<file path="config.mk">
export PLATFORM = sky130hd
export DESIGN_NAME = c_source_token_splitter_unit
export DESIGN_NICKNAME = d
export VERILOG_FILES = /design/src/hdl/tsplit_pkg.sv /design/src/hdl/tsplit_step.sv /design/src/hdl/tsplit_rsp_fifo.sv /design/src/hdl/c_source_token_splitter_unit.sv
export SDC_FILE = /design/constraint.sdc
export NUM_CORES = 1
export LEC_CHECK = 0
export BUFFER_PORTS_ARGS = -buffer_cell sky130_fd_sc_hd__buf_2
export CORE_MARGIN = 2
export CORE_UTILIZATION = 60
export CTS_BUF_LIST = sky130_fd_sc_hd__clkbuf_4 sky130_fd_sc_hd__clkbuf_8
export DETAILED_ROUTE_END_ITERATION = 10
export PLACE_DENSITY = 0.79
export SYNTH_ARGS = -nofsm -noshare
export SYNTH_HDL_FRONTEND = slang
export SYNTH_SLANG_ARGS = --single-unit
</file>
<file path="constraint.sdc">
create_clock -name clock -period 9.5 [get_ports clock]
set_input_delay 0.95 -clock clock [delete_from_list [all_inputs] [get_ports clock]]
set_output_delay 0.95 -clock clock [all_outputs]
set_load 0.02 [all_outputs]
</file>
<file path="src/hdl/tsplit_pkg.sv">
// Shared types, codes and character constants of the C source token splitter.
// No dependencies; every other file imports this package.
package tsplit_pkg;

   localparam int FifoDepth = 4;
   localparam int FifoPtrW  = $clog2(FifoDepth);
   localparam int FifoCntW  = $clog2(FifoDepth + 1);
   localparam int LimitW    = 9;

   localparam logic [LimitW-1:0] TOKEN_LIMIT_RESET = 9'd100;
   localparam logic [LimitW-1:0] TOKEN_LIMIT_MIN   = 9'd2;

   typedef enum logic [2:0] {
      MODE_IDLE   = 3'd0,
      MODE_WORD   = 3'd1,
      MODE_NUMBER = 3'd2,
      MODE_STRING = 3'd3,
      MODE_SLASH  = 3'd4,
      MODE_LINE   = 3'd5,
      MODE_BLOCK  = 3'd6
   } mode_type;

   localparam logic [2:0] KIND_WORD   = 3'd0;
   localparam logic [2:0] KIND_NUMBER = 3'd1;
   localparam logic [2:0] KIND_STRING = 3'd2;
   localparam logic [2:0] KIND_SINGLE = 3'd3;
   localparam logic [2:0] KIND_END    = 3'd4;

   localparam logic [7:0] CH_DQUOTE = 8'h22;
   localparam logic [7:0] CH_SQUOTE = 8'h27;
   localparam logic [7:0] CH_BSLASH = 8'h5C;
   localparam logic [7:0] CH_UNDER  = 8'h5F;
   localparam logic [7:0] CH_DOT    = 8'h2E;
   localparam logic [7:0] CH_COMMA  = 8'h2C;
   localparam logic [7:0] CH_SLASH  = 8'h2F;
   localparam logic [7:0] CH_STAR   = 8'h2A;
   localparam logic [7:0] CH_NL     = 8'h0A;
   localparam logic [7:0] CH_SPACE  = 8'h20;
   localparam logic [7:0] CH_TAB    = 8'h09;
   localparam logic [7:0] CH_VT     = 8'h0B;
   localparam logic [7:0] CH_FF     = 8'h0C;
   localparam logic [7:0] CH_CR     = 8'h0D;
   localparam logic [7:0] CH_NUL    = 8'h00;

   typedef struct packed {
      mode_type          mode;
      logic [7:0]        held_char;
      logic              held_valid;
      logic [2:0]        held_kind;
      logic [7:0]        prev_char;
      logic              quote_single;
      logic [LimitW-1:0] tok_len;
   } scan_state_type;

   localparam scan_state_type SCAN_RESET = '{
      mode:         MODE_IDLE,
      held_char:    8'd0,
      held_valid:   1'b0,
      held_kind:    3'd0,
      prev_char:    8'd0,
      quote_single: 1'b0,
      tok_len:      9'd0
   };

   typedef struct packed {
      logic [7:0] char_out;
      logic [2:0] token_kind;
      logic       token_end;
   } result_type;

   // Up to two result beats per source character
   typedef struct packed {
      logic [1:0] count;
      result_type item1;
      result_type item0;
   } result_pair_type;

   typedef struct packed {
      logic [FifoCntW-1:0] fill;
      logic                has_room;
   } fifo_status_type;

endpackage

</file>
<file path="src/hdl/tsplit_step.sv">
// Per-character scanner decision: next scan state and the result beats caused.
// Depends on tsplit_pkg.
module tsplit_step (
   input  tsplit_pkg::scan_state_type  state_i,
   input  logic [7:0]                  char_i,
   input  logic                        eoi_i,
   input  logic [tsplit_pkg::LimitW-1:0] limit_i,
   output tsplit_pkg::scan_state_type  next_state_o,
   output tsplit_pkg::result_pair_type results_o
);
   import tsplit_pkg::*;

   typedef struct packed {
      scan_state_type  st;
      result_pair_type res;
   } work_type;

   logic [LimitW-1:0] thr;
   work_type          w;
   logic [7:0]        quote_char;
   logic              str_closes;

   function automatic logic is_digit(input logic [7:0] c);
      return (c >= 8'h30) && (c <= 8'h39);
   endfunction

   function automatic logic is_word(input logic [7:0] c);
      return ((c >= 8'h61) && (c <= 8'h7A)) || ((c >= 8'h41) && (c <= 8'h5A)) ||
             (c == CH_UNDER) || (c == CH_DOT);
   endfunction

   function automatic logic is_blank(input logic [7:0] c);
      return (c == CH_SPACE) || (c == CH_TAB) || (c == CH_VT) ||
             (c == CH_FF) || (c == CH_CR);
   endfunction

   function automatic result_pair_type push(input result_pair_type r, input logic [7:0] ch,
                                            input logic [2:0] k, input logic e);
      result_pair_type o;
      o = r;
      if (r.count == 2'd0) begin
         o.item0.char_out   = ch;
         o.item0.token_kind = k;
         o.item0.token_end  = e;
      end else begin
         o.item1.char_out   = ch;
         o.item1.token_kind = k;
         o.item1.token_end  = e;
      end
      o.count = r.count + 2'd1;
      return o;
   endfunction

   // Add a character to the token in progress; close it on request or at the limit
   function automatic work_type take(input work_type wi, input logic [7:0] ch,
                                     input logic [2:0] k, input logic closes,
                                     input logic [LimitW-1:0] t);
      work_type o;
      o = wi;
      if (wi.st.held_valid) begin
         o.res = push(o.res, wi.st.held_char, wi.st.held_kind, 1'b0);
      end
      o.st.tok_len = wi.st.tok_len + 9'd1;
      if (closes || (o.st.tok_len >= t)) begin
         o.res           = push(o.res, ch, k, 1'b1);
         o.st.held_valid = 1'b0;
         o.st.mode       = MODE_IDLE;
         o.st.tok_len    = '0;
      end else begin
         o.st.held_char  = ch;
         o.st.held_kind  = k;
         o.st.held_valid = 1'b1;
      end
      return o;
   endfunction

   // Classify a character that begins a fresh token
   function automatic work_type start(input work_type wi, input logic [7:0] c,
                                      input logic [LimitW-1:0] t);
      work_type o;
      o = wi;
      o.st.held_valid = 1'b0;
      o.st.tok_len    = '0;
      o.st.mode       = MODE_IDLE;
      if (is_blank(c)) begin
         o = o;
      end else if ((c == CH_DQUOTE) || (c == CH_SQUOTE)) begin
         o.st.mode         = MODE_STRING;
         o.st.quote_single = (c == CH_SQUOTE);
         o.st.prev_char    = c;
         o = take(o, c, KIND_STRING, 1'b0, t);
      end else if (c == CH_SLASH) begin
         o.st.mode = MODE_SLASH;
      end else if (is_digit(c)) begin
         o.st.mode      = MODE_NUMBER;
         o.st.prev_char = c;
         o = take(o, c, KIND_NUMBER, 1'b0, t);
      end else if (is_word(c)) begin
         o.st.mode      = MODE_WORD;
         o.st.prev_char = c;
         o = take(o, c, KIND_WORD, 1'b0, t);
      end else begin
         o.res = push(o.res, c, KIND_SINGLE, 1'b1);
      end
      return o;
   endfunction

   function automatic work_type close_restart(input work_type wi, input logic [7:0] c,
                                              input logic [LimitW-1:0] t);
      work_type o;
      o = wi;
      if (wi.st.held_valid) begin
         o.res = push(o.res, wi.st.held_char, wi.st.held_kind, 1'b1);
      end
      o.st.held_valid = 1'b0;
      o = start(o, c, t);
      return o;
   endfunction

   // Limits below two act as two; a token holds at most limit minus one characters
   assign thr = ((limit_i < TOKEN_LIMIT_MIN) ? TOKEN_LIMIT_MIN : limit_i) - 9'd1;

   assign quote_char = state_i.quote_single ? CH_SQUOTE : CH_DQUOTE;
   assign str_closes = (char_i == quote_char) && (state_i.prev_char != CH_BSLASH);

   always_comb begin
      w.st  = state_i;
      w.res = '0;
      if (eoi_i) begin
         if (state_i.held_valid) begin
            w.res = push(w.res, state_i.held_char, state_i.held_kind, 1'b1);
         end
         if (state_i.mode == MODE_SLASH) begin
            w.res = push(w.res, CH_SLASH, KIND_SINGLE, 1'b1);
         end
         w.res           = push(w.res, CH_NUL, KIND_END, 1'b1);
         w.st.mode       = MODE_IDLE;
         w.st.held_valid = 1'b0;
         w.st.tok_len    = '0;
         w.st.prev_char  = CH_NUL;
      end else begin
         case (state_i.mode)
            MODE_WORD: begin
               if (is_word(char_i)) begin
                  w.st.prev_char = char_i;
                  w = take(w, char_i, KIND_WORD, 1'b0, thr);
               end else begin
                  w = close_restart(w, char_i, thr);
               end
            end
            MODE_NUMBER: begin
               if (is_digit(char_i) || (((char_i == CH_COMMA) || (char_i == CH_DOT)) &&
                                        is_digit(state_i.prev_char))) begin
                  w.st.prev_char = char_i;
                  w = take(w, char_i, KIND_NUMBER, 1'b0, thr);
               end else begin
                  w = close_restart(w, char_i, thr);
               end
            end
            MODE_STRING: begin
               w.st.prev_char = char_i;
               w = take(w, char_i, KIND_STRING, str_closes, thr);
            end
            MODE_SLASH: begin
               if (char_i == CH_SLASH) begin
                  w.st.mode = MODE_LINE;
               end else if (char_i == CH_STAR) begin
                  w.st.mode      = MODE_BLOCK;
                  w.st.prev_char = CH_NUL;
               end else begin
                  w.res = push(w.res, CH_SLASH, KIND_SINGLE, 1'b1);
                  w = start(w, char_i, thr);
               end
            end
            MODE_LINE: begin
               if (char_i == CH_NL) begin
                  w = start(w, char_i, thr);
               end
            end
            MODE_BLOCK: begin
               if ((state_i.prev_char == CH_STAR) && (char_i == CH_SLASH)) begin
                  w.st.mode      = MODE_IDLE;
                  w.st.prev_char = CH_NUL;
               end else begin
                  w.st.prev_char = char_i;
               end
            end
            default: begin
               w = start(w, char_i, thr);
            end
         endcase
      end
   end

   assign next_state_o = w.st;
   assign results_o    = w.res;

endmodule

</file>
<file path="src/hdl/tsplit_rsp_fifo.sv">
// Result queue: up to two beats in per cycle, one out per cycle on rsp_ready.
// Depends on tsplit_pkg.
module tsplit_rsp_fifo (
   input  logic                          clock,
   input  logic                          reset,
   input  logic                          push_en,
   input  tsplit_pkg::result_pair_type   push_data,
   output logic                          rsp_valid,
   input  logic                          rsp_ready,
   output tsplit_pkg::result_type        rsp_data,
   output tsplit_pkg::fifo_status_type   status
);
   import tsplit_pkg::*;

   result_type          mem_ff [FifoDepth];
   logic [FifoPtrW-1:0] wr_ptr_ff, wr_ptr_in;
   logic [FifoPtrW-1:0] rd_ptr_ff, rd_ptr_in;
   logic [FifoCntW-1:0] fill_ff, fill_in;
   logic [FifoPtrW-1:0] wr_ptr_plus1;
   logic [1:0]          n_push;
   logic                pop;

   assign n_push       = push_en ? push_data.count : 2'd0;
   assign pop          = rsp_valid && rsp_ready;
   assign wr_ptr_plus1 = wr_ptr_ff + FifoPtrW'(1);
   assign wr_ptr_in    = wr_ptr_ff + FifoPtrW'(n_push);
   assign rd_ptr_in    = rd_ptr_ff + FifoPtrW'(pop);
   assign fill_in      = fill_ff + FifoCntW'(n_push) - FifoCntW'(pop);

   always_ff @(posedge clock) begin
      if (reset) begin
         wr_ptr_ff <= '0;
         rd_ptr_ff <= '0;
         fill_ff   <= '0;
      end else begin
         wr_ptr_ff <= wr_ptr_in;
         rd_ptr_ff <= rd_ptr_in;
         fill_ff   <= fill_in;
      end
   end

   always_ff @(posedge clock) begin
      if (n_push != 2'd0) begin
         mem_ff[wr_ptr_ff] <= push_data.item0;
      end
      if (n_push == 2'd2) begin
         mem_ff[wr_ptr_plus1] <= push_data.item1;
      end
   end

   assign rsp_valid       = (fill_ff != '0);
   assign rsp_data        = mem_ff[rd_ptr_ff];
   assign status.fill     = fill_ff;
   assign status.has_room = (fill_ff <= FifoCntW'(FifoDepth - 2));

endmodule

</file>
<file path="src/hdl/c_source_token_splitter_unit.sv">
// C source token splitter: one source byte in per beat, token characters out per beat.
// An accepted request beat goes through the input stage, then the response queue.
// Throughput: one request beat per cycle while the queue has room; a byte that
// yields two response beats (a held character plus the next) sends them one at a time.
// Reset (synchronous, active high): scanner idle, queue empty, token_limit back to 100.
// Depends on tsplit_pkg, tsplit_step and tsplit_rsp_fifo.
module c_source_token_splitter_unit (
   input  logic       clock,
   input  logic       reset,
   input  logic       req_valid,
   output logic       req_ready,
   input  logic [7:0] req_char_in,
   input  logic       req_end_of_input,
   output logic       rsp_valid,
   input  logic       rsp_ready,
   output logic [7:0] rsp_char_out,
   output logic [2:0] rsp_token_kind,
   output logic       rsp_token_end,
   input  logic       csr_write_en,
   input  logic [8:0] csr_write_data
);
   import tsplit_pkg::*;

   // Configuration register
   logic [LimitW-1:0] token_limit_ff;

   // Input stage: holds one request beat until the queue has room for its results
   logic              stage_valid_ff;
   logic [7:0]        stage_char_ff;
   logic              stage_eoi_ff;

   scan_state_type    state_ff, state_in;
   result_pair_type   step_results;
   result_type        rsp_data;
   fifo_status_type   fifo_status;
   logic              advance;
   logic              req_fire;

   always_ff @(posedge clock) begin
      if (reset) begin
         token_limit_ff <= TOKEN_LIMIT_RESET;
      end else if (csr_write_en) begin
         token_limit_ff <= csr_write_data;
      end
   end

   // Advance the staged beat whenever two queue slots are guaranteed free
   assign advance   = stage_valid_ff && fifo_status.has_room;
   assign req_ready = !stage_valid_ff || advance;
   assign req_fire  = req_valid && req_ready;

   always_ff @(posedge clock) begin
      if (reset) begin
         stage_valid_ff <= 1'b0;
      end else if (req_fire) begin
         stage_valid_ff <= 1'b1;
      end else if (advance) begin
         stage_valid_ff <= 1'b0;
      end
   end

   // Payload: no reset needed
   always_ff @(posedge clock) begin
      if (req_fire) begin
         stage_char_ff <= req_char_in;
         stage_eoi_ff  <= req_end_of_input;
      end
   end

   tsplit_step u_step (
      .state_i      (state_ff),
      .char_i       (stage_char_ff),
      .eoi_i        (stage_eoi_ff),
      .limit_i      (token_limit_ff),
      .next_state_o (state_in),
      .results_o    (step_results)
   );

   // Scanner state moves only when the staged beat is consumed
   always_ff @(posedge clock) begin
      if (reset) begin
         state_ff <= SCAN_RESET;
      end else if (advance) begin
         state_ff <= state_in;
      end
   end

   tsplit_rsp_fifo u_rsp_fifo (
      .clock     (clock),
      .reset     (reset),
      .push_en   (advance),
      .push_data (step_results),
      .rsp_valid (rsp_valid),
      .rsp_ready (rsp_ready),
      .rsp_data  (rsp_data),
      .status    (fifo_status)
   );

   assign rsp_char_out   = rsp_data.char_out;
   assign rsp_token_kind = rsp_data.token_kind;
   assign rsp_token_end  = rsp_data.token_end;

`ifndef SYNTH
   // Queue never overfills
   assert property (@(posedge clock) disable iff (reset)
      fifo_status.fill <= FifoCntW'(FifoDepth))
      else $error("response queue overflow");

   // A held character only exists inside a word, number or string
   assert property (@(posedge clock) disable iff (reset)
      state_ff.held_valid |-> (state_ff.mode == MODE_WORD) ||
                              (state_ff.mode == MODE_NUMBER) ||
                              (state_ff.mode == MODE_STRING))
      else $error("held character outside a token");

   // End of input leaves the scanner idle with nothing held
   assert property (@(posedge clock) disable iff (reset)
      (advance && stage_eoi_ff) |=> (state_ff.mode == MODE_IDLE) && !state_ff.held_valid)
      else $error("scanner not idle after end of input");

   // Every consumed end-of-input beat produces at least its end marker
   assert property (@(posedge clock) disable iff (reset)
      (advance && stage_eoi_ff) |-> (step_results.count != 2'd0))
      else $error("end of input produced no response");
`endif

endmodule

</file>
==> results of run 1 <==
-- sequential cells by signal (all words and copies together), names as in the netlist --
name                  cells
stage_eoi_ff              1
state_ff                 33
stage_valid_ff            1
token_limit_ff            9
u_rsp_fifo.fill_ff        3
u_rsp_fifo.mem_ff        48
stage_char_ff             8
u_rsp_fifo.rd_ptr_ff      2
u_rsp_fifo.wr_ptr_ff      2
-- metal layers --
metal  vias to the layer above  global-route usage, %
met5                         -                      0
met4                         0                   16.9
met3                        86                   8.29
met2                       407                   61.5
met1                      3551                   46.1
li1                       3298                      -
-- power by group through the flow --
stage               combinational, mW  clock, mW  sequential (mW)
floorplan                       0.246          0            0.543
global placement                0.302          0            0.569
detailed placement              0.313          0            0.571
CTS                             0.315      0.303            0.561
global route                    0.341      0.316            0.566
finish                          0.319      0.303            0.561
-- logic make-up after synthesis --
logic type	count (synthesis)	synth area share [%]
AND/OR/NAND/NOR	288	19.7
AO/OA/AOI/OAI	244	22.7
flip-flops	107	34.1
multiplexers	88	13.1
buffers and inverters	82	4.46
adder cells (fa/ha/maj)	26	4.18
XOR/XNOR	16	1.76
-- worst min-delay path: stages, from the launching register on --
cell and delay, ns:
dfxtp_1 0.33, nand2_1 0.06, a21oi_1 0.06
-- layout by cell type (no fill, tap or decap), types with 5 or more instances in the layout --
| cell | Yosys | layout |
|---|---|---|
| a2111oi_0 | 5 | 5 |
| a211oi_1 | 12 | 12 |
| a21oi_1 | 45 | 45 |
| a22oi_1 | 11 | 11 |
| a31o_2 | 7 | 7 |
| a31oi_1 | 12 | 12 |
| and2_1 | 10 | 10 |
| and3_1 | 15 | 15 |
| buf_2 | 8 | 36 |
| buf_4 | 0 | 18 |
| clkbuf_8 | 0 | 9 |
| dfxtp_1 | 50 | 50 |
| edfxtp_1 | 57 | 57 |
| ha_1 | 25 | 25 |
| inv_1 | 23 | 23 |
| mux2_1 | 8 | 8 |
| mux2i_1 | 68 | 68 |
| mux4_2 | 12 | 12 |
| nand2_1 | 57 | 57 |
| nand2b_1 | 10 | 10 |
| nand3_1 | 27 | 27 |
| nand4_1 | 11 | 11 |
| nor2_1 | 83 | 83 |
| nor2b_1 | 9 | 9 |
| nor3_1 | 20 | 20 |
| o2111ai_1 | 5 | 5 |
| o211ai_1 | 10 | 10 |
| o21a_1 | 8 | 8 |
| o21ai_0 | 40 | 40 |
| o22ai_1 | 7 | 7 |
| o311ai_0 | 5 | 5 |
| o31ai_1 | 9 | 9 |
| or3_1 | 6 | 6 |
| xnor2_1 | 10 | 10 |
| xor2_1 | 6 | 6 |
-- cell type report --
cell class	count	area (um^2)	share of cell area, %
clock inverter	5	61.3	0.725
tap	176	220	2.61
inverter	27	101	1.20
clock buffer	11	139	1.64
sequential	107	2710	32.1
multi-input combinational	662	4900	58.0
timing repair buffer	54	315	3.73
-- stage by stage --
step           hold slack, ns  instances  area (um^2)  utilization, %
2_1_floorplan           0.436        851         7960               -
3_3_place_gp            0.448       1025         8240            63.0
3_5_place_dp            0.459       1025         8240            63.0
4_1_cts                 0.476       1041         8440            64.5
5_1_grt                 0.493       1042         8450            64.6
6_report                0.477       1042         8450            64.6
-- worst paths after layout --
check / endpoint / slack (ns)
max: u_rsp_fifo.mem_ff[3][1] / 2.64
min: state_ff[18] / 0.48
max reg2reg: u_rsp_fifo.mem_ff[3][1] / 2.64
min reg2reg: state_ff[18] / 0.48
-- cells in the mapped netlist (all sizes together) (9+ instances only) --
cell type	count	area [um^2]
a21oi	47	250
nand4	11	68.8
inv	23	86.3
o21ai	44	220
a31oi	12	75.1
o31ai	10	88.8
mux4	12	270
nand3	27	135
o211ai	10	75.1
edfxtp	57	1710
nor2	83	312
and3	15	93.8
xnor2	10	87.6
and2	10	62.6
nor2b	9	56.3
a211oi	12	90.1
dfxtp	50	1000
mux2i	68	681
ha	25	313
nor3	23	143
nand2	57	214
buf	20	123
nand2b	10	62.6
clkbuf	35	131
a22oi	11	82.6
==> results.cfg, run 1 <==
[outcome]
status = finished clean

[layout]
fill_cells = 1085
area_delta_synth_final_pct = 6.13
nets = 910
layout-drive-gt1-share_pct = 13.6
diodes = 0

[global_routing]
antenna_found_initial = 0
track_usage_pct = 37.1
grt_max_degree = 48
grt-ovfl-total = 0
grt_pass1_vias = 7184
grt_pass1_wl_um = 40500

[yosys]
ys_types = 90
netlist_area_um2 = 7960
ys_warn_count = 0
synth_edf_count = 57
yosysSeqAreaShare_pct = 34.1
synth-seq-cells = 107
async_flop_share_pct = 0
synth_ff_type = edfxtp_1
synth_area_per_cell_um2 = 9.36
syn_inst = 851
synth_nets = 900

[clock_tree]
cts_tree = yes
clock_sinks = 107
clk_pin_slew_ns = 0.11
cts_htree_levels = 3
cts_root_buffer = clkbuf_8
clockBufferDepth = 2
cts_setup_buffers = 0
ctsResizeCount = 0
numCtsBuffers = 9
clk_latency_ns = 0.42
cts_hold_buf = 0

[setup_path]
r2r-start = token_limit_ff[4]
crit_cells = 18
setup.worst_path.start = token_limit_ff[4]
critPathTopFamily = compound AO/OA/AOI/OAI gates
crit_path_max_incr_delay_ns = 0.98
endpoint_kind = register
crit_chain = or4_1, nor2_1, nand2_1, o21ai_0, ha_1, nand2_1, xor2_1, ha_1, a211oi_1, o21ai_0, a21oi_1, o21ai_1, ha_1, nor2_1, a221oi_2, a41oi_4, or3_1, a21boi_1
crit_path_start_kind = register
critical_path_class = reg -> reg
slowest_stage = a21boi_1
required_ns = 9.52
crit_buf_inv = 0
rr_worst_depth = 18
crit_top_cell = ha_1
cp.arrival_ns = 6.88
cp_max_fo = 12

[sta]
slew_headroom_pct = 13.4
clock.fmax_mhz = 146
fin_crit_ns = 6.86
fin_skew_ns = 0.0286
rsz0062_at_grt = no
setup_violations = 0
finalSetupTns_ns = 0
final-max-slew-violation-count = 0
final_hold_viol_count = 0
fin_crit_sh_pct = 72.2
worst_pin_slew_ns = 1.30
fin_ws_ns = 2.64

[min_path]
hold_depth = 2
hold_path.class = reg -> reg
worst_hold_startpoint = state_ff[18]

[power_and_ir_drop]
leakage_nw = 3.04
swShare_pct = 34.0
p_per_area_nw_per_um2 = 140
power.total_mw = 1.18
p_int_uw = 781
clockPowerShare_pct = 25.6
peakVddDrop_uv = 141
p_seq_share_pct = 47.4
power_switching_uw = 402
combPwrFrac_pct = 26.9

[drt]
drtIter0Drc = 871
ant_nets = 0
route.met3.wl_um = 2260
dr_wl_met2_um = 12400
vias_per_cell = 7.05
drt-total-wl_um = 25900
wl_met1_um = 10100
highest_layer = met4
drc_errors = 0
detail_route.wl_per_cell_um = 24.9
vias = 7342
drt_pass1_iterations = 5

[die]
core-area_um2 = 13100
core.rowCount = 42
ios = 37
chipWidth_um = 119
die_y_um = 119
die_area_um2 = 14200
start_util_pct = 60.9

[place]
place.gp.congestion = 1.02
post-place-ws_ns = 2.72
hpwl_um = 18900
io_buffer_count = 36

[flow_run]
maxCapViolCount = 0
(Power assumes the default switching activity.)
==> run 2, diff against run 1 <==
CORE_UTILIZATION = 58   (was 60)
PLACE_DENSITY = 0.8   (was 0.79)
clock period = 6 ns   (was 9.5 ns; I/O delays follow)
==> run 2 against run 1 <==
Compared with the run above: die area grew 3.3%; clock power up 49%; non-clock buffer count grew 23; sequential power rose by 58%; flip-flop and latch count unchanged; first-iteration DRC count decreased by 2.2%; sequential share of layout area decreased by 0.64 points; clock skew decreased by 0.013 ns; hold slack worse by 0.12 ns; critical endpoint is now u_rsp_fifo.fill_ff[1]; largest cell class unchanged; highest routed layer unchanged.
==> results.cfg, run 2 (same netlist as run 1, synthesis figures left out) <==
[power_and_ir_drop]
clockPowerShare_pct = 24.3
combPwrFrac_pct = 27.8
swShare_pct = 35.1
peakVddDrop_uv = 134
p_per_area_nw_per_um2 = 214
p_seq_share_pct = 47.9
leakage_nw = 3.15
power_switching_uw = 649
p_int_mw = 1.20

[global_routing]
grt_pass1_vias = 7176
grt_max_degree = 48
grt-ovfl-total = 0
grt_pass1_wl_um = 40200
track_usage_pct = 35.9
antenna_found_initial = 0

[place]
place.gp.congestion = 1.10
placed_cell_area_um2 = 8370
hpwl_um = 19200
io_buffer_count = 36

[layout]
layout-drive-gt1-share_pct = 15.9
register_area_um2 = 2710
largest_reg_flops = 48
fin_area_um2 = 8620
fill_cells = 1097
final_cell_mix = nor2_1, mux2i_1, nand2_1, edfxtp_1, dfxtp_1
reg_top3 = u_rsp_fifo.mem_ff x48, state_ff x33, token_limit_ff x9
largest_register = u_rsp_fifo.mem_ff
nets = 933
multi_input_area_um2 = 4900
diodes = 0
area_delta_synth_final_pct = 8.30
final_common_cell = nor2_1

[sta]
clock.fmax_mhz = 178
fin_crit_ns = 5.62
rsz0062_at_grt = no
final-max-slew-violation-count = 0
finalSetupTns_ns = 0
final_hold_viol_count = 0
setup_violations = 0
fin_crit_sh_pct = 93.7
slew_headroom_pct = 18.6
fin_skew_ns = 0.0159
worst_pin_slew_ns = 1.21

[die]
die_y_um = 121
start_util_pct = 59.7
core-area_um2 = 13300
die_area_um2 = 14700
core.rowCount = 42
ios = 37
chipWidth_um = 121

[clock_tree]
cts_htree_levels = 3
cts_tree = yes
cts_root_buffer = clkbuf_8
clk_pin_slew_ns = 0.12
clockBufferDepth = 2
clock_sinks = 107
clk_latency_ns = 0.41
numCtsBuffers = 9

[drt]
ant_nets = 0
drc_errors = 0
vias = 7404
drtIter0Drc = 852
drt-total-wl_um = 25900
detail_route.wl_per_cell_um = 24.3
vias_per_cell = 6.95
drt_pass1_iterations = 5

[setup_path]
required_ns = 6.26
cp.arrival_ns = 5.88
critical_path_class = reg -> reg
cp_max_fo = 9
crit_path_start_kind = register
endpoint_kind = register

[min_path]
hold_path.class = in -> reg

[outcome]
status = finished clean

[flow_run]
maxCapViolCount = 0
## run 2: cell types whose count changed in the layout (fill, tap and decap cells not counted), moves of 2 or more
| cell | change |
|---|---|
| inv_8 | +2 |
| o21bai_2 | +2 |
| inv_6 | -2 |
| o21bai_1 | -2 |
| clkinv_4 | +3 |
| buf_4 | +21 |
## run 2: final timing paths
check | from | endpoint | slack, ns | cells past startpoint
hold reg to reg | state_ff[18] | state_ff[18] | 0.48 | 2
setup / recovery | token_limit_ff[4] | u_rsp_fifo.fill_ff[1] | 0.38 | 22
hold / removal | req_char_in[7] | stage_char_ff[7] | 0.36 | 1
setup reg to reg | token_limit_ff[4] | u_rsp_fifo.fill_ff[1] | 0.38 | 22
## run 2: cell type report
type | instances | share of cell area [%]
clock inverters | 6 | 0.667
multi-input cells | 662 | 56.9
repair buffers | 77 | 5.76
clock buffers | 10 | 1.52
inverters | 27 | 1.18
well taps | 176 | 2.55
flip-flops and latches | 107 | 31.5
## run 2: timing repair
item                                    CTS  global route
setup buffers                             0             5
resized for setup                         0             3
hold buffers                              0             0
endpoints found under the setup margin    0            30
## run 2: power by group through the flow
stage                     clock network [mW]  logic [mW]  registers [mW]
after floorplan                            0       0.390           0.859
after global placement                     0       0.486           0.897
after detailed placement                   0       0.505           0.903
after CTS                              0.445       0.507           0.886
after global routing                   0.471       0.551           0.893
final                                  0.450       0.513           0.886
## run 2: routing by layer
layer / track usage, % / vias to the layer above / part of all wire [%]
li1: - / 3351 / -
met4: 16.9 / 0 / 4.1
met3: 6.63 / 84 / 8.8
met2: 56.8 / 429 / 46
met5: 0 / - / 0
met1: 47.5 / 3540 / 41
## run 2: metrics by stage
| stage | power, mW | hold WS (ns) | cells | worst slack [ns] | utilization (%) |
|---|---|---|---|---|---|
| after CTS | 1.84 | 0.358 | 1059 | 0.0489 | 64.1 |
| after detailed placement | 1.41 | 0.458 | 1043 | 0.107 | 62.7 |
| after floorplan | 1.25 | 0.436 | 851 | 0.545 | - |
| final | 1.85 | 0.356 | 1065 | 0.375 | 64.6 |
| after global placement | 1.38 | 0.453 | 1043 | 0.312 | 62.7 |
| after global routing | 1.92 | 0.350 | 1065 | 0.00933 | 64.6 |
## run 2: critical path: stages, from the launching register on
cell,delay (ns)
dfxtp_1,0.44
or4_1,0.67
nor2_1,0.22
nand2_1,0.07
o21ai_0,0.27
ha_1,0.25
nand2_1,0.11
xor2_1,0.17
ha_1,0.33
a211oi_1,0.24
o21ai_0,0.13
a21oi_1,0.23
o21ai_1,0.12
buf_4,0.19
ha_1,0.19
and3_1,0.18
a2111o_1,0.44
o31a_1,0.31
nand2_1,0.09
ha_1,0.23
inv_1,0.09
fa_1,0.38
nor2b_1,0.14
==> run 3, diff against run 2 <==
RECOVER_POWER = 100   (was default)
==> run 3 against run 2 <==
Compared with the run above: non-clock buffer count stayed put; clock-buffer cell count stayed put; maximum frequency is 2.1% lower; critical path depth is 2 lower; hold slack better by 0.0080 ns; sequential power hardly changed; utilization is 0.67 points lower; largest power group unchanged; clock skew is 0.0012 ns higher; sequential share of layout area is 0.33 points higher.
==> results.cfg, run 3 (same netlist as run 1, synthesis figures left out) <==
[outcome]
status = finished clean

[layout]
largest_register = u_rsp_fifo.mem_ff
diodes = 0
reg_top3 = u_rsp_fifo.mem_ff x48, state_ff x33, token_limit_ff x9
nets = 933
fill_cells = 1125
largest_reg_flops = 48
final_common_cell = nor2_1
final_cell_mix = nor2_1, mux2i_1, nand2_1, edfxtp_1, dfxtp_1
layout-drive-gt1-share_pct = 13.5
area_delta_synth_final_pct = 7.18
utilization_pct = 63.9

[clock_tree]
clockBufferDepth = 2
cts_root_buffer = clkbuf_8
clk_latency_ns = 0.40
clock_sinks = 107
clk_pin_slew_ns = 0.12
cts_htree_levels = 3
cts_hold_buf = 0
numCtsBuffers = 9
cts_tree = yes

[sta]
slew_headroom_pct = 19.6
worst_pin_slew_ns = 1.19
fin_crit_sh_pct = 95.7
clock.fmax_mhz = 174
fin_skew_ns = 0.0171
fin_crit_ns = 5.74
final_hold_viol_count = 0
holdWs_ns = 0.364
final-max-slew-violation-count = 0
setup_violations = 0

[setup_path]
rrSetupSlack_ns = 0.26
crit_top_cell = ha_1
required_ns = 6.12
crit_path_start_kind = register
rr_worst_depth = 20
crit_path_max_incr_delay_ns = 0.67
cp_max_fo = 10
endpoint_kind = register
crit_chain = or4_1, nor2_1, nand2_1, o21ai_0, ha_1, nand2_1, xor2_1, ha_1, a211oi_1, o21ai_0, a21oi_1, or2_2, inv_1, ha_1, inv_1, a221oi_1, a41oi_4, nor4_2, clkbuf_2, mux2i_1
critical_path_class = reg -> reg
slowest_stage = or4_1
cp.arrival_ns = 5.86

[drt]
vias = 7455
drt-total-wl_um = 25900
detail_route.wl_per_cell_um = 24.3
drt_pass1_iterations = 6
vias_per_cell = 7.00
ant_nets = 0
drc_errors = 0
drtIter0Drc = 838

[power_and_ir_drop]
swShare_pct = 35.2
peakVddDrop_uv = 134
combPwrFrac_pct = 27.3
leakage_nw = 3.05
p_seq_share_pct = 48.4
power_switching_uw = 645
clockPowerShare_pct = 24.4
p_int_mw = 1.19
power.total_mw = 1.83
p_per_area_nw_per_um2 = 215

[place]
hpwl_um = 19200
io_buffer_count = 36
place.gp.congestion = 1.10

[flow_run]
maxCapViolCount = 0

[die]
die_y_um = 121
core.rowCount = 42
ios = 37
start_util_pct = 59.7
chipWidth_um = 121
core-area_um2 = 13300
die_area_um2 = 14700

[global_routing]
grt_max_degree = 48
grt_pass1_vias = 7176
antenna_found_initial = 0
track_usage_pct = 35.9
grt_pass1_wl_um = 40200
grt-ovfl-total = 0

[min_path]
hold_path.class = in -> reg
hold_depth = 1
## run 3: cell count changes in the layout (fill, tap and decap cells not counted), moves of 2 or more
| cell | previous run | this run |
|---|---|---|
| nor4_4 | 2 | 0 |
| nor3_4 | 2 | 0 |
| and2_0 | 0 | 3 |
| buf_2 | 36 | 22 |
| clkbuf_2 | 0 | 4 |
| and2_1 | 10 | 7 |
| buf_4 | 39 | 30 |
| nor4_2 | 0 | 2 |
| clkbuf_1 | 1 | 19 |
## run 3: stage by stage
| step | std cells | TNS, ns | cell area, um^2 | setup WS, ns |
|---|---|---|---|---|
| 2_1_floorplan | 851 | 0 | 7960 | 0.545 |
| 3_3_place_gp | 1043 | 0 | 8370 | 0.312 |
| 3_5_place_dp | 1043 | 0 | 8370 | 0.107 |
| 4_1_cts | 1059 | 0 | 8560 | 0.0489 |
| 5_1_grt | 1065 | -0.385 | 8540 | -0.0272 |
| 6_report | 1065 | 0 | 8540 | 0.256 |
## run 3: path summary, 6_finish.rpt
kind | from | endpoint
max | token_limit_ff[4] | u_rsp_fifo.mem_ff[1][5]
min | req_char_in[7] | stage_char_ff[7]
max reg2reg | token_limit_ff[4] | u_rsp_fifo.mem_ff[1][5]
min reg2reg | state_ff[18] | state_ff[18]
## run 3: per-layer routing
layer,global-route usage (%),vias up,wire [um]
met5,0,-,0
met4,16.9,0,1120
met3,6.63,91,2270
met2,56.8,452,11800
met1,47.5,3565,10600
li1,-,3347,-
## run 3: what timing repair did
action | 4_1_cts | 5_1_grt
endpoints found under the setup margin | 0 | 30
setup buffers | 0 | 5
gates resized for setup | 0 | 3
## run 3: area by class of cell
cell class | instances | area [um^2] | area share [%]
Clock buffer | 10 | 131 | 1.54
Tap cell | 176 | 220 | 2.58
Inverter | 27 | 101 | 1.19
Sequential cell | 107 | 2710 | 31.8
Timing Repair Buffer | 77 | 454 | 5.32
Clock inverter | 6 | 57.6 | 0.674
Multi-Input combinational cell | 662 | 4860 | 56.9
## run 3: critical path, delay by kind of cell (launching register included)
family,cells,cell delay (ns)
muxes,1,0.14
DFF,1,0.43
and+or+nand+nor,6,1.70
adders and majority gates,3,0.86
AOI/OAI and AO/OA,6,1.60
buffers and inverters,3,0.54
xor gates and xnor gates,1,0.17
## run 3: power groups by stage
stage                     clock network [mW]  logic, mW  registers [mW]
after floorplan                            0      0.390           0.859
after global placement                     0      0.486           0.897
after detailed placement                   0      0.505           0.903
after CTS                              0.445      0.507           0.886
after global routing                   0.471      0.537           0.893
final                                  0.447      0.500           0.887
